<file path="src/rtl/core/ssmf_pkg.sv">
// ----------------------------------------------------------------------------
// ssmf_pkg
// Shared constants, types and controller encodings for the sorted spiral
// matrix fill block.
// ----------------------------------------------------------------------------
package ssmf_pkg;

  localparam int MAX_SIDE = 8;
  localparam int DEPTH    = MAX_SIDE * MAX_SIDE;
  localparam int ADDR_W   = $clog2(DEPTH);
  localparam int DATA_W   = 32;
  localparam int SIDE_W   = 4;
  localparam int CNT_W    = $clog2(DEPTH + 1);
  localparam int RC_W     = 3;

  localparam logic [SIDE_W-1:0] SIDE_RESET = SIDE_W'(MAX_SIDE);

  typedef enum logic [2:0] {
    ST_IDLE,
    ST_SRCH_RD,
    ST_SRCH_CMP,
    ST_EMIT_RD,
    ST_EMIT_LOAD
  } state_t;

  typedef struct packed {
    logic load_item;
    logic rd_emit;
    logic wr_en;
    logic wr_shift;
    logic pos_dec;
    logic count_inc;
    logic count_clr;
    logic rc_adv;
    logic rc_clr;
    logic out_load;
  } cmd_t;

  typedef struct packed {
    logic pos_zero;
    logic greater;
    logic full;
    logic out_free;
    logic rc_last;
  } status_t;

endpackage

</file>
<file path="src/rtl/core/ssmf_ram.sv">
// ----------------------------------------------------------------------------
// ssmf_ram
// Generic simple dual-port RAM: one write port, one read port, registered
// read data.
// ----------------------------------------------------------------------------
module ssmf_ram #(
  parameter int WIDTH = 32,
  parameter int DEPTH = 64
) (
  input  logic                     clk,
  input  logic                     we,
  input  logic [$clog2(DEPTH)-1:0] waddr,
  input  logic [WIDTH-1:0]         wdata,
  input  logic [$clog2(DEPTH)-1:0] raddr,
  output logic [WIDTH-1:0]         rdata
);

  logic [WIDTH-1:0] mem [DEPTH];

  always_ff @(posedge clk) begin
    if (we) begin
      mem[waddr] <= wdata;
    end
    rdata <= mem[raddr];
  end

endmodule

</file>
<file path="src/rtl/core/ssmf_ctrl.sv">
// ----------------------------------------------------------------------------
// ssmf_ctrl
// Controller: sequences insertion into the sorted store and the row-major
// emission of the finished matrix.
// ----------------------------------------------------------------------------
module ssmf_ctrl (
  input  logic             clk,
  input  logic             rst,
  input  logic             in_valid,
  output logic             in_ready,
  input  ssmf_pkg::status_t status,
  output ssmf_pkg::cmd_t    cmd
);

  ssmf_pkg::state_t state;
  ssmf_pkg::state_t state_next;

  always_ff @(posedge clk) begin
    if (rst) begin
      state <= ssmf_pkg::ST_IDLE;
    end else begin
      state <= state_next;
    end
  end

  always_comb begin
    state_next = state;
    unique case (state)
      ssmf_pkg::ST_IDLE: begin
        if (in_valid) state_next = ssmf_pkg::ST_SRCH_RD;
      end
      ssmf_pkg::ST_SRCH_RD: begin
        if (!status.pos_zero) begin
          state_next = ssmf_pkg::ST_SRCH_CMP;
        end else if (status.full) begin
          state_next = ssmf_pkg::ST_EMIT_RD;
        end else begin
          state_next = ssmf_pkg::ST_IDLE;
        end
      end
      ssmf_pkg::ST_SRCH_CMP: begin
        if (status.greater) begin
          state_next = ssmf_pkg::ST_SRCH_RD;
        end else if (status.full) begin
          state_next = ssmf_pkg::ST_EMIT_RD;
        end else begin
          state_next = ssmf_pkg::ST_IDLE;
        end
      end
      ssmf_pkg::ST_EMIT_RD: begin
        state_next = ssmf_pkg::ST_EMIT_LOAD;
      end
      ssmf_pkg::ST_EMIT_LOAD: begin
        if (status.out_free) begin
          state_next = status.rc_last ? ssmf_pkg::ST_IDLE : ssmf_pkg::ST_EMIT_RD;
        end
      end
      default: state_next = ssmf_pkg::ST_IDLE;
    endcase
  end

  always_comb begin
    cmd      = '0;
    in_ready = 1'b0;
    unique case (state)
      ssmf_pkg::ST_IDLE: begin
        in_ready      = 1'b1;
        cmd.load_item = in_valid;
      end
      ssmf_pkg::ST_SRCH_RD: begin
        if (status.pos_zero) begin
          cmd.wr_en     = 1'b1;
          cmd.count_inc = 1'b1;
        end
      end
      ssmf_pkg::ST_SRCH_CMP: begin
        cmd.wr_en = 1'b1;
        if (status.greater) begin
          cmd.wr_shift = 1'b1;
          cmd.pos_dec  = 1'b1;
        end else begin
          cmd.count_inc = 1'b1;
        end
      end
      ssmf_pkg::ST_EMIT_RD: begin
        cmd.rd_emit = 1'b1;
      end
      ssmf_pkg::ST_EMIT_LOAD: begin
        cmd.rd_emit = 1'b1;
        if (status.out_free) begin
          cmd.out_load = 1'b1;
          if (status.rc_last) begin
            cmd.rc_clr    = 1'b1;
            cmd.count_clr = 1'b1;
          end else begin
            cmd.rc_adv = 1'b1;
          end
        end
      end
      default: begin
        cmd = '0;
      end
    endcase
  end

endmodule

</file>
<file path="src/rtl/core/ssmf_datapath.sv">
// ----------------------------------------------------------------------------
// ssmf_datapath
// Datapath: side register, value count, sorted store, insertion position,
// spiral address generation and output register.
// ----------------------------------------------------------------------------
module ssmf_datapath (
  input  logic                                clk,
  input  logic                                rst,
  input  logic                                cfg_we,
  input  logic [ssmf_pkg::SIDE_W-1:0]         cfg_wdata,
  input  logic signed [ssmf_pkg::DATA_W-1:0]  value,
  input  ssmf_pkg::cmd_t                      cmd,
  output ssmf_pkg::status_t                   status,
  output logic                                out_valid,
  input  logic                                out_ready,
  output logic signed [ssmf_pkg::DATA_W-1:0]  value_res,
  output logic [ssmf_pkg::RC_W-1:0]           row,
  output logic [ssmf_pkg::RC_W-1:0]           col,
  output logic                                last
);

  logic [ssmf_pkg::SIDE_W-1:0]        side;
  logic [ssmf_pkg::SIDE_W-1:0]        eff;
  logic [ssmf_pkg::CNT_W-1:0]         count;
  logic [ssmf_pkg::CNT_W-1:0]         total;
  logic signed [ssmf_pkg::DATA_W-1:0] item;
  logic [ssmf_pkg::ADDR_W-1:0]        pos;
  logic [ssmf_pkg::RC_W-1:0]          r;
  logic [ssmf_pkg::RC_W-1:0]          c;
  logic [ssmf_pkg::ADDR_W-1:0]        sp_idx;
  logic [ssmf_pkg::ADDR_W-1:0]        raddr;
  logic [ssmf_pkg::DATA_W-1:0]        rdata;
  logic [ssmf_pkg::DATA_W-1:0]        wdata;
  logic                               rc_last;

  function automatic logic [ssmf_pkg::ADDR_W-1:0] spiral_idx(
    input logic [ssmf_pkg::RC_W-1:0]   ri,
    input logic [ssmf_pkg::RC_W-1:0]   ci,
    input logic [ssmf_pkg::SIDE_W-1:0] s
  );
    logic [6:0] rr;
    logic [6:0] cc;
    logic [6:0] rb;
    logic [6:0] cb;
    logic [6:0] lyr;
    logic [6:0] mm1;
    logic [6:0] offs;
    logic [6:0] idx;
    rr  = {4'b0, ri};
    cc  = {4'b0, ci};
    rb  = {3'b0, s} - 7'd1 - rr;
    cb  = {3'b0, s} - 7'd1 - cc;
    lyr = (rr < cc) ? rr : cc;
    lyr = (rb < lyr) ? rb : lyr;
    lyr = (cb < lyr) ? cb : lyr;
    mm1  = {3'b0, s} - (lyr << 1) - 7'd1;
    offs = (lyr << 2) * ({3'b0, s} - lyr);
    if (rr == lyr) begin
      idx = offs + (cc - lyr);
    end else if (cb == lyr) begin
      idx = offs + mm1 + (rr - lyr);
    end else if (rb == lyr) begin
      idx = offs + (mm1 << 1) + (cb - lyr);
    end else begin
      idx = offs + mm1 + (mm1 << 1) + (rb - lyr);
    end
    return idx[ssmf_pkg::ADDR_W-1:0];
  endfunction

  always_comb begin
    eff = side;
    if (side == '0) begin
      eff = ssmf_pkg::SIDE_W'(1);
    end else if (side > ssmf_pkg::SIDE_W'(ssmf_pkg::MAX_SIDE)) begin
      eff = ssmf_pkg::SIDE_W'(ssmf_pkg::MAX_SIDE);
    end
  end

  assign total   = ssmf_pkg::CNT_W'(eff) * ssmf_pkg::CNT_W'(eff);
  assign sp_idx  = spiral_idx(r, c, eff);
  assign raddr   = cmd.rd_emit ? sp_idx : pos - ssmf_pkg::ADDR_W'(1);
  assign wdata   = cmd.wr_shift ? rdata : item;
  assign rc_last = ({1'b0, r} == eff - ssmf_pkg::SIDE_W'(1))
                && ({1'b0, c} == eff - ssmf_pkg::SIDE_W'(1));

  assign status.pos_zero = (pos == '0);
  assign status.greater  = $signed(rdata) > item;
  assign status.full     = (count + ssmf_pkg::CNT_W'(1)) == total;
  assign status.out_free = !out_valid || out_ready;
  assign status.rc_last  = rc_last;

  ssmf_ram #(
    .WIDTH(ssmf_pkg::DATA_W),
    .DEPTH(ssmf_pkg::DEPTH)
  ) u_store (
    .clk  (clk),
    .we   (cmd.wr_en),
    .waddr(pos),
    .wdata(wdata),
    .raddr(raddr),
    .rdata(rdata)
  );

  always_ff @(posedge clk) begin
    if (rst) begin
      side  <= ssmf_pkg::SIDE_RESET;
      count <= '0;
      r     <= '0;
      c     <= '0;
    end else begin
      if (cfg_we) begin
        side <= cfg_wdata;
      end
      if (cfg_we || cmd.count_clr) begin
        count <= '0;
      end else if (cmd.count_inc) begin
        count <= count + ssmf_pkg::CNT_W'(1);
      end
      if (cmd.rc_clr) begin
        r <= '0;
        c <= '0;
      end else if (cmd.rc_adv) begin
        if ({1'b0, c} == eff - ssmf_pkg::SIDE_W'(1)) begin
          c <= '0;
          r <= r + ssmf_pkg::RC_W'(1);
        end else begin
          c <= c + ssmf_pkg::RC_W'(1);
        end
      end
    end
  end

  always_ff @(posedge clk) begin
    if (cmd.load_item) begin
      item <= value;
      pos  <= count[ssmf_pkg::ADDR_W-1:0];
    end else if (cmd.pos_dec) begin
      pos <= pos - ssmf_pkg::ADDR_W'(1);
    end
  end

  always_ff @(posedge clk) begin
    if (rst) begin
      out_valid <= 1'b0;
    end else if (cmd.out_load) begin
      out_valid <= 1'b1;
    end else if (out_ready) begin
      out_valid <= 1'b0;
    end
  end

  always_ff @(posedge clk) begin
    if (cmd.out_load) begin
      value_res <= $signed(rdata);
      row       <= r;
      col       <= c;
      last      <= rc_last;
    end
  end

  a_count_range: assert property (@(posedge clk) disable iff (rst)
    count <= ssmf_pkg::CNT_W'(ssmf_pkg::DEPTH))
    else $error("value count beyond store depth");

  a_load_free: assert property (@(posedge clk) disable iff (rst)
    cmd.out_load |-> (!out_valid || out_ready))
    else $error("output register overwritten while occupied");

  a_emit_addr: assert property (@(posedge clk) disable iff (rst)
    cmd.rd_emit |-> ({1'b0, sp_idx} < total))
    else $error("spiral address outside loaded values");

  a_inc_bound: assert property (@(posedge clk) disable iff (rst)
    cmd.count_inc |-> (count < total))
    else $error("insert into a full matrix");

endmodule

</file>
<file path="src/rtl/core/sorted_spiral_matrix_fill.sv">
// ----------------------------------------------------------------------------
// sorted_spiral_matrix_fill
// Collects side*side signed values, keeps them sorted, and emits the matrix
// filled along a clockwise spiral from the top-left corner, in row-major order.
//
// Configuration: cfg_we/cfg_wdata write the side (0 reads as 1, above 8 as 8)
// and drop any partly collected matrix. Write only while the block is idle.
// Input: in_valid/in_ready/value. One transaction per value; in_ready is high
// only between insertions. Insertion time grows with the number of larger
// stored values: each shift of a larger stored value costs a read and then
// a write on the single read and single write port of the sorted store.
// Output: out_valid/out_ready with row, col, value_res and last. The value
// that completes the matrix starts emission: side*side transactions, each
// set by the registered store read followed by the output register load;
// last marks the final one.
// A stalled receiver holds the output register and emission waits; the next
// matrix may start collecting while the final result is still pending.
// Reset: side returns to 8 and the count clears; the store is not cleared.
// ----------------------------------------------------------------------------
module sorted_spiral_matrix_fill (
  input  logic                                clk,
  input  logic                                rst,
  input  logic                                cfg_we,
  input  logic [ssmf_pkg::SIDE_W-1:0]         cfg_wdata,
  input  logic                                in_valid,
  output logic                                in_ready,
  input  logic signed [ssmf_pkg::DATA_W-1:0]  value,
  output logic                                out_valid,
  input  logic                                out_ready,
  output logic signed [ssmf_pkg::DATA_W-1:0]  value_res,
  output logic [ssmf_pkg::RC_W-1:0]           row,
  output logic [ssmf_pkg::RC_W-1:0]           col,
  output logic                                last
);

  ssmf_pkg::cmd_t    cmd;
  ssmf_pkg::status_t status;

  ssmf_ctrl u_ctrl (
    .clk     (clk),
    .rst     (rst),
    .in_valid(in_valid),
    .in_ready(in_ready),
    .status  (status),
    .cmd     (cmd)
  );

  ssmf_datapath u_dp (
    .clk      (clk),
    .rst      (rst),
    .cfg_we   (cfg_we),
    .cfg_wdata(cfg_wdata),
    .value    (value),
    .cmd      (cmd),
    .status   (status),
    .out_valid(out_valid),
    .out_ready(out_ready),
    .value_res(value_res),
    .row      (row),
    .col      (col),
    .last     (last)
  );

endmodule
</file>
<file path="config.mk">
export PLATFORM = sky130hd
export DESIGN_NAME = sorted_spiral_matrix_fill
export DESIGN_NICKNAME = d
export VERILOG_FILES = /design/src/rtl/core/ssmf_pkg.sv /design/src/rtl/core/ssmf_ram.sv /design/src/rtl/core/ssmf_ctrl.sv /design/src/rtl/core/ssmf_datapath.sv /design/src/rtl/core/sorted_spiral_matrix_fill.sv
export SDC_FILE = /design/constraint.sdc
export NUM_CORES = 2
export LEC_CHECK = 0
export BUFFER_PORTS_ARGS = -buffer_cell sky130_fd_sc_hd__buf_4
export CAP_MARGIN = 15
export CORE_ASPECT_RATIO = 0.7
export CORE_UTILIZATION = 55
export CTS_BUF_LIST = sky130_fd_sc_hd__clkbuf_2 sky130_fd_sc_hd__clkbuf_4 sky130_fd_sc_hd__clkbuf_8
export DETAILED_ROUTE_END_ITERATION = 16
export GPL_TIMING_DRIVEN = 0
export PLACE_DENSITY = 0.71
export RECOVER_POWER = 25
export SYNTH_ARGS = -nofsm -noshare
export SYNTH_HDL_FRONTEND = slang
export SYNTH_SLANG_ARGS = --single-unit
</file>
<file path="constraint.sdc">
create_clock -name clk -period 24.2 [get_ports clk]
set_input_delay 4.84 -clock clk [delete_from_list [all_inputs] [get_ports clk]]
set_output_delay 4.84 -clock clk [all_outputs]
set_load 0.02 [all_outputs]
</file>
-- Word-level counts from Yosys, hierarchy flattened
Memory sizes are Yosys's and may differ from the RTL's. A register that Yosys moved wholly into a read port is not among the register bits.
Index checks and enable logic that the tools add are counted.
- word-level logic and storage cells: 105
- output and inout bits: 41
- flip-flop bits (word level): 98
- bits in read-only memories: 0
- bits in writable memories: 2048
- bits in latches: 0
- memories: 1
- memories (memory ; depth ; width ; rd ports ; clocked after Yosys merged registers in ; wr ports ; RTL line ; text):
    u_dp.u_store.mem ; 64 ; 32 ; 1 ; 1 ; 1 ; ssmf_ram.sv:18 ; logic [WIDTH-1:0] mem [DEPTH];
- reductions and logical operators: 14
- magnitude comparators: 5
- mux-type cells: 37
- equality and inequality tests: 12
- multipliers: 2
- bitwise gates (word level): 0
- shift-type cells: 0
- add/subtract/negate cells: 22
- div/mod/pow operators: 0
- operators by type and width (operator ; number):
    6-bit adder ; 7
    6-bit 2-to-1 mux ; 6
    32-bit greater-than comparator ; 1
    32-bit 2-to-1 mux ; 1
    7-bit equality test ; 3
    3-bit 2-to-1 mux ; 6
    4-bit 2-to-1 mux ; 4
    3-bit one-hot mux with 5 select lines ; 1
    7-bit 2-to-1 mux ; 2
    7-bit by 3-bit subtractor with 7-bit output ; 2
    3-bit by 6-bit subtractor with 6-bit output ; 2
    6-bit by 1-bit subtractor with 6-bit output (second input constant) ; 2
    6-bit subtractor ; 2
    1-bit 2-to-1 mux ; 11
    3-bit by 4-bit equality test with 1-bit output ; 2
    2-bit 2-to-1 mux ; 4
    7-bit by 1-bit adder with 7-bit output (second input constant) ; 1
    3-bit by 7-bit equality test with 1-bit output ; 1
    7-bit by 3-bit less-than comparator with 1-bit output ; 1
    7-bit less-than comparator ; 1
    4-bit by 4-bit multiplier with 7-bit output ; 1
    5-bit by 7-bit multiplier with 4-bit output ; 1
    4-bit by 7-bit subtractor with 7-bit output ; 1
    3-bit by 1-bit adder with 3-bit output (second input constant) ; 2
    19 further kinds ; 27

-- Depth between registers and ports, before layout
- word-level depth: 18
- mapped depth: 43
- gate-level depth less buffers: 38

-- Hierarchy
A second synthesis with hierarchy kept.
- cell total of the unflattened synthesis: 4162
- area, all modules: 86706.9 µm²
- modules (own cells, without submodules) (module ; times used ; cells each ; area each (µm²)):
    ssmf_ram ; 1 ; 3324 ; 78515.3
    ssmf_datapath ; 1 ; 797 ; 7843.8
    ssmf_ctrl ; 1 ; 41 ; 347.8

-- Worst setup path before layout
No wires, ideal clock.
- kind: reg-to-reg
- start: register u_dp.side[3] in the netlist's numbering
- end: register u_dp.u_store.rdata[0] (read register of u_dp.u_store.mem)
- setup time: 0.121 ns
- path slack: 15.047 ns
- cell stages (with the launch flop): 39
- data arrival time: 9.032 ns
- required time: 24.079 ns
- buffers on the path: 4
- cells stage by stage: dfxtp_1 > clkbuf_1 > inv_1 > nand2_1 > nor2_1 > a21oi_1 > inv_1 > fa_1 > inv_1 > ha_1 > nand2_1 > o211a_1 > o211a_1 > o221ai_1 > a21oi_1 > nor2_1 > clkbuf_1 > inv_1 > [3 not listed] > nor2b_1 > ha_1 > ha_1 > ha_1 > xnor2_1 > xnor2_1 > fa_1 > fa_1 > ha_1 > xor2_1 > o21ai_0 > a41oi_1 > or4b_1 > buf_2 > clkbuf_1 > o22ai_1 > nor4_1 > mux2_2
- longest elaborated chain between the ends: 18
- ends and longest elaborated chain (what ; RTL line ; text):
    from (decl) ; ssmf_datapath.sv:22 ; logic [ssmf_pkg::SIDE_W-1:0] side;
    from (signal assigned) ; ssmf_datapath.sv:106 ; side <= ssmf_pkg::SIDE_RESET;
    from (signal assigned) ; ssmf_datapath.sv:112 ; side <= cfg_wdata;
    4-bit greater-than comparator ; ssmf_datapath.sv:74 ; end else if (side > ssmf_pkg::SIDE_W'(ssmf_pkg::MAX_SIDE)) begin
    4-bit 2-to-1 mux ; ssmf_datapath.sv:74 ;
    4-bit 2-to-1 mux * ; ssmf_datapath.sv:72 ; if (side == '0) begin
    4-bit by 1-bit subtractor with 5-bit output ; ssmf_datapath.sv:51, ssmf_datapath.sv:52 ;
    7-bit by 3-bit subtractor with 7-bit output ; ssmf_datapath.sv:51 ; rb = {3'b0, s} - 7'd1 - rr;
    7-bit by 3-bit less-than comparator with 1-bit output ; ssmf_datapath.sv:54 ; lyr = (rb < lyr) ? rb : lyr;
    7-bit 2-to-1 mux ; ssmf_datapath.sv:54 ;
    7-bit less-than comparator ; ssmf_datapath.sv:55 ; lyr = (cb < lyr) ? cb : lyr;
    7-bit 2-to-1 mux ; ssmf_datapath.sv:55 ;
    4-bit by 7-bit subtractor with 7-bit output / 4-bit by 6-bit subtractor with 6-bit output (equally long branches) ; ssmf_datapath.sv:57, ssmf_datapath.sv:56 ;
    5-bit by 7-bit multiplier with 4-bit output / 6-bit by 1-bit subtractor with 6-bit output (equally long branches) ; ssmf_datapath.sv:57, ssmf_datapath.sv:56 ;
    6-bit adder ; ssmf_datapath.sv:61, ssmf_datapath.sv:65 ;
    6-bit adder (2 in series) ; ssmf_datapath.sv:65 ; idx = offs + mm1 + (mm1 << 1) + (rb - lyr);
    6-bit 2-to-1 mux ; ssmf_datapath.sv:62 ; end else if (rb == lyr) begin
    6-bit 2-to-1 mux ; ssmf_datapath.sv:60 ; end else if (cb == lyr) begin
    6-bit 2-to-1 mux * ; ssmf_datapath.sv:58 ; if (rr == lyr) begin
    6-bit 2-to-1 mux * ; ssmf_datapath.sv:81 ; assign raddr = cmd.rd_emit ? sp_idx : pos - ssmf_pkg::ADDR_W'(1);
    to (decl) ; ssmf_ram.sv:15 ; output logic [WIDTH-1:0] rdata
Mark *: on every way between the ends. The rest lies on a longest branch, timed or not.
A chain may end at the register's enable or synchronous reset.

-- Worst setup path in the final report
- start: register u_dp.side[3] in the netlist's numbering
- end: register u_dp.u_store.rdata[5] (read register of u_dp.u_store.mem)
Same word-level chain as after synthesis.

==> impl_results.md <==
* Dpl ws at between 10 and 15 ns
* Hold path depth at 0
* WL final at around 260000 um
* Yosys warning count at 0
* Layout cells sized above 1 at 14.9%
* Area of the multi-input gates at between 20000 and 25000 sq um
* Crit path max fanout at 11
* Setup Buffers After CTS at 0
* Die area at 164000 sq um
* Final worst slack at 9.76 ns
* Max-Slew Margin vs Limit at -60.4%
* Post-route clock period utilization at 59.7%
* Failing checks: capacitance limit, slew limit
* Hold buffer count at CTS at 0
* Clk pwr share at between 20% and 30%
* TNS Setup at 0 ns
* Avg WL per Cell at 30.9 um
* Worst ir drop on vdd at 0.0733 mV
* Worst slew pin tran at 2.41 ns
* # IOs at 82
* FILL cells at 11300
* R2R Setup Slk at 9.76 ns
* DRC at 0
* Largest cells by area after synthesis: edfxtp_1 (71%), mux2i_1 (11%), nand2_1 (2.3%)
* Pins Over Slew Limit at 690
* Nets at about 6300
* First-pass GRT wire length at 365000 um
* Final setup fails at 0
* Vias in the first global route at 51100
* Minimum clock period at 14.44 ns
* Port bufs at 80
* Post-route ant nets at 0
* Post-CTS resize count at 0
* Std cell rows at between 100 and 150
* Top cells by count, synth: edfxtp_1 (2125), mux2i_1 (1025), nand2_1 (537)
* Ys async rst share at 0%
* Status: complete, but fails checks
* Flop pwr share at 39.0%
* Post-synth EDFFs at ~2100
* Syn Area/Cell at 16.1 sq um
* Top cell by count, worst path: ha_1
* Final non-filler cell total at ~8500
* Gate power share at 34.7%
* Clk pin slew, worst setup/hold paths at around 0.07 ns
* All-Layer GR Usage at roughly a third
* Overflow after GRT at 0
* Max Clock Skew at 0.0505 ns
* Via density at about 6.4
* Detailed Route Iter0 Violations at 8711
* Yosys top cell area share at a little under three quarters
* Psw at 4120 uW
* WHS Endpoint: u_dp.value_res[14]
* Detail Placement HPWL at 180000 um
* Seq. cell area at 64900 sq um
* Starting density of the core at 55.5%
* Inst Count DP at 7863
* Mapped Cells at about 5600
* Synth-to-Final Area Change at 13.1%
* Top-count cell post-synth: edfxtp_1
* Clock Root Buffer: clkbuf_8
* Net Sw Frac at between 30% and 40%
* Distinct cells, synth at 89
* GPL Wtd Cong at roughly 0.96
* Crit Path Class: flop to flop
* Post-synthesis sequential area ratio at between 70% and 80%
* Arr. time, crit path at 15.33 ns
* Critical path's slowest cell: nor4_1
* Longest Clk Path Bufs at 4
* Hold Startpoint: u_dp.u_store.rdata[14]
* Crit start category: flop
* Max H-tree Level at 5
* LEAKAGE at 0.0361 uW
* Initial antenna violation count at 26
* Cell Pwr Density at 110 nW/um^2
* WHS at 0.465 ns
* CP peak stage delay at 1.09 ns
* Worst-skew pair later-pin latency at 1.07 ns
* P_int at 7010 uW
* Post-synth top area cell: edfxtp_1
* Maximum operating frequency at 0.0692 GHz
* Max-cap check violation count at 27
* Core Box Area at 161000 sq um
* CTS buffer count at 335
* Die width at 484 um
* Design Power at 11100 uW
* #FFs+latches synth at between 2000 and 2500
* Reg2Reg Depth at 39
* Fin. Hold Viols at 0
* RR Endpoint: u_dp.u_store.rdata[5]
* Tightest Hold Check Type: flop to flop
* Largest net degree at the start of global routing at 65
* Crit path capture type: flop
* Die height at 339 um
* Primary FF master, synth: edfxtp_1
* CTS sink cnt at 2178
* Critical Path RT at 25.09 ns
* Reg-to-Reg Start: u_dp.side[3]
* TritonCTS clock tree: built
* DR vias at roughly 54000
* RSZ-0062 raised after global routing: no
* TritonRoute pass-1 iters at 9
* Synth Cell Area at 89500 sq um
-- critical path: cells and delay by family (launching register included) --
kind	cells	cell delay [ns]
AND/OR/NAND/NOR	10	3.21
XOR/XNOR	4	1.33
buffers and inverters	9	3.11
multiplexers	1	0.58
AO/OA/AOI/OAI	6	2.47
adder cells (fa/ha/maj)	9	3.23
flip-flops	1	0.31
-- per-layer routing --
metal,part of all wire [%],routed length (um),GRT usage [%]
met1,40,105000,46.8
met3,16,42400,12.1
met5,0.019,49,0
met4,3.5,9030,10.9
met2,40,104000,41.8
-- cells in the final DEF (no fill, tap or decap), types with 38 or more instances in the layout --
master    netlist  routed
o22ai_1       126     126
clkbuf_4        0     142
clkbuf_1      146     167
o211ai_1       53      53
xnor2_1        55      55
nand3_1        53      53
nand2_1       537     537
buf_4          32      79
clkbuf_8        0     340
mux2_2         63      38
nor2_1        128      92
a21oi_1       181     181
clkinv_1        1      67
buf_2         107     126
dfxtp_1        53      53
buf_16          0      38
inv_1         112     112
o21ai_0        58      57
ha_1           97      97
a221oi_1      120     120
mux2i_1      1025    1025
nor4_1         69      69
edfxtp_1     2125    2125
-- logic make-up after synthesis --
kind of cell    count (synthesis)  synth area share (%)
flops                        2178                  72.5
xor+xnor                       74                 0.740
mux                          1088                  12.3
compound gates                747                  6.03
other cells                     2               0.00839
fa+ha+maj                     119                  1.85
simple gates                  923                  4.57
buf+inv                       422                  2.06
-- flip-flops by register name, summed over array words and instances (netlist names) --
register	cells
u_dp.side	4
u_dp.pos	6
u_dp.u_store.mem	2048
u_dp.out_valid	1
u_ctrl.state	3
u_dp.value_res	32
u_dp.last	1
u_dp.col	3
u_dp.c	3
u_dp.item	32
u_dp.r	3
u_dp.count	7
u_dp.row	3
u_dp.u_store.rdata	32
-- power groups by stage --
stage               logic (uW)  registers, uW  clock network [uW]
floorplan                 2120           4400                   0
global placement          3580           4430                   0
detailed placement        3690           4420                   0
CTS                       3710           4340                2930
global route              3970           4340                3090
finish                    3860           4340                2930
-- cell type report --
cell class / instances / area share [%]
sequential: 2178 / 64.1
antenna: 10 / 0.0247
clock inverter: 119 / 0.667
tap: 2125 / 2.63
multi-input combinational: 2957 / 22.8
timing repair buffer: 196 / 2.52
clock buffer: 449 / 5.43
inverter: 113 / 0.419
buffer: 309 / 1.40
-- worst max path at each step --
stage | startpoint | to | slack, ns | cells past startpoint
after CTS | u_dp.side[3] | u_dp.u_store.rdata[11] | 10.21 | 39
final | u_dp.side[3] | u_dp.u_store.rdata[5] | 9.76 | 39
after global routing | u_dp.side[3] | u_dp.u_store.rdata[9] | 9.59 | 39
after floorplan | u_dp.side[3] | u_dp.u_store.rdata[0] | 15.05 | 38
after global placement | u_dp.side[3] | u_dp.u_store.rdata[12] | 10.26 | 37
after detailed placement | u_dp.side[3] | u_dp.u_store.rdata[11] | 10.25 | 39
-- metrics by stage --
stage	util, %	instance area [sq um]
floorplan	-	89500
global placement	57.6	92800
detailed placement	59.2	95500
CTS	63.1	102000
global route	62.8	101000
finish	62.8	101000
Note: power is estimated with default switching activity, not from simulation.
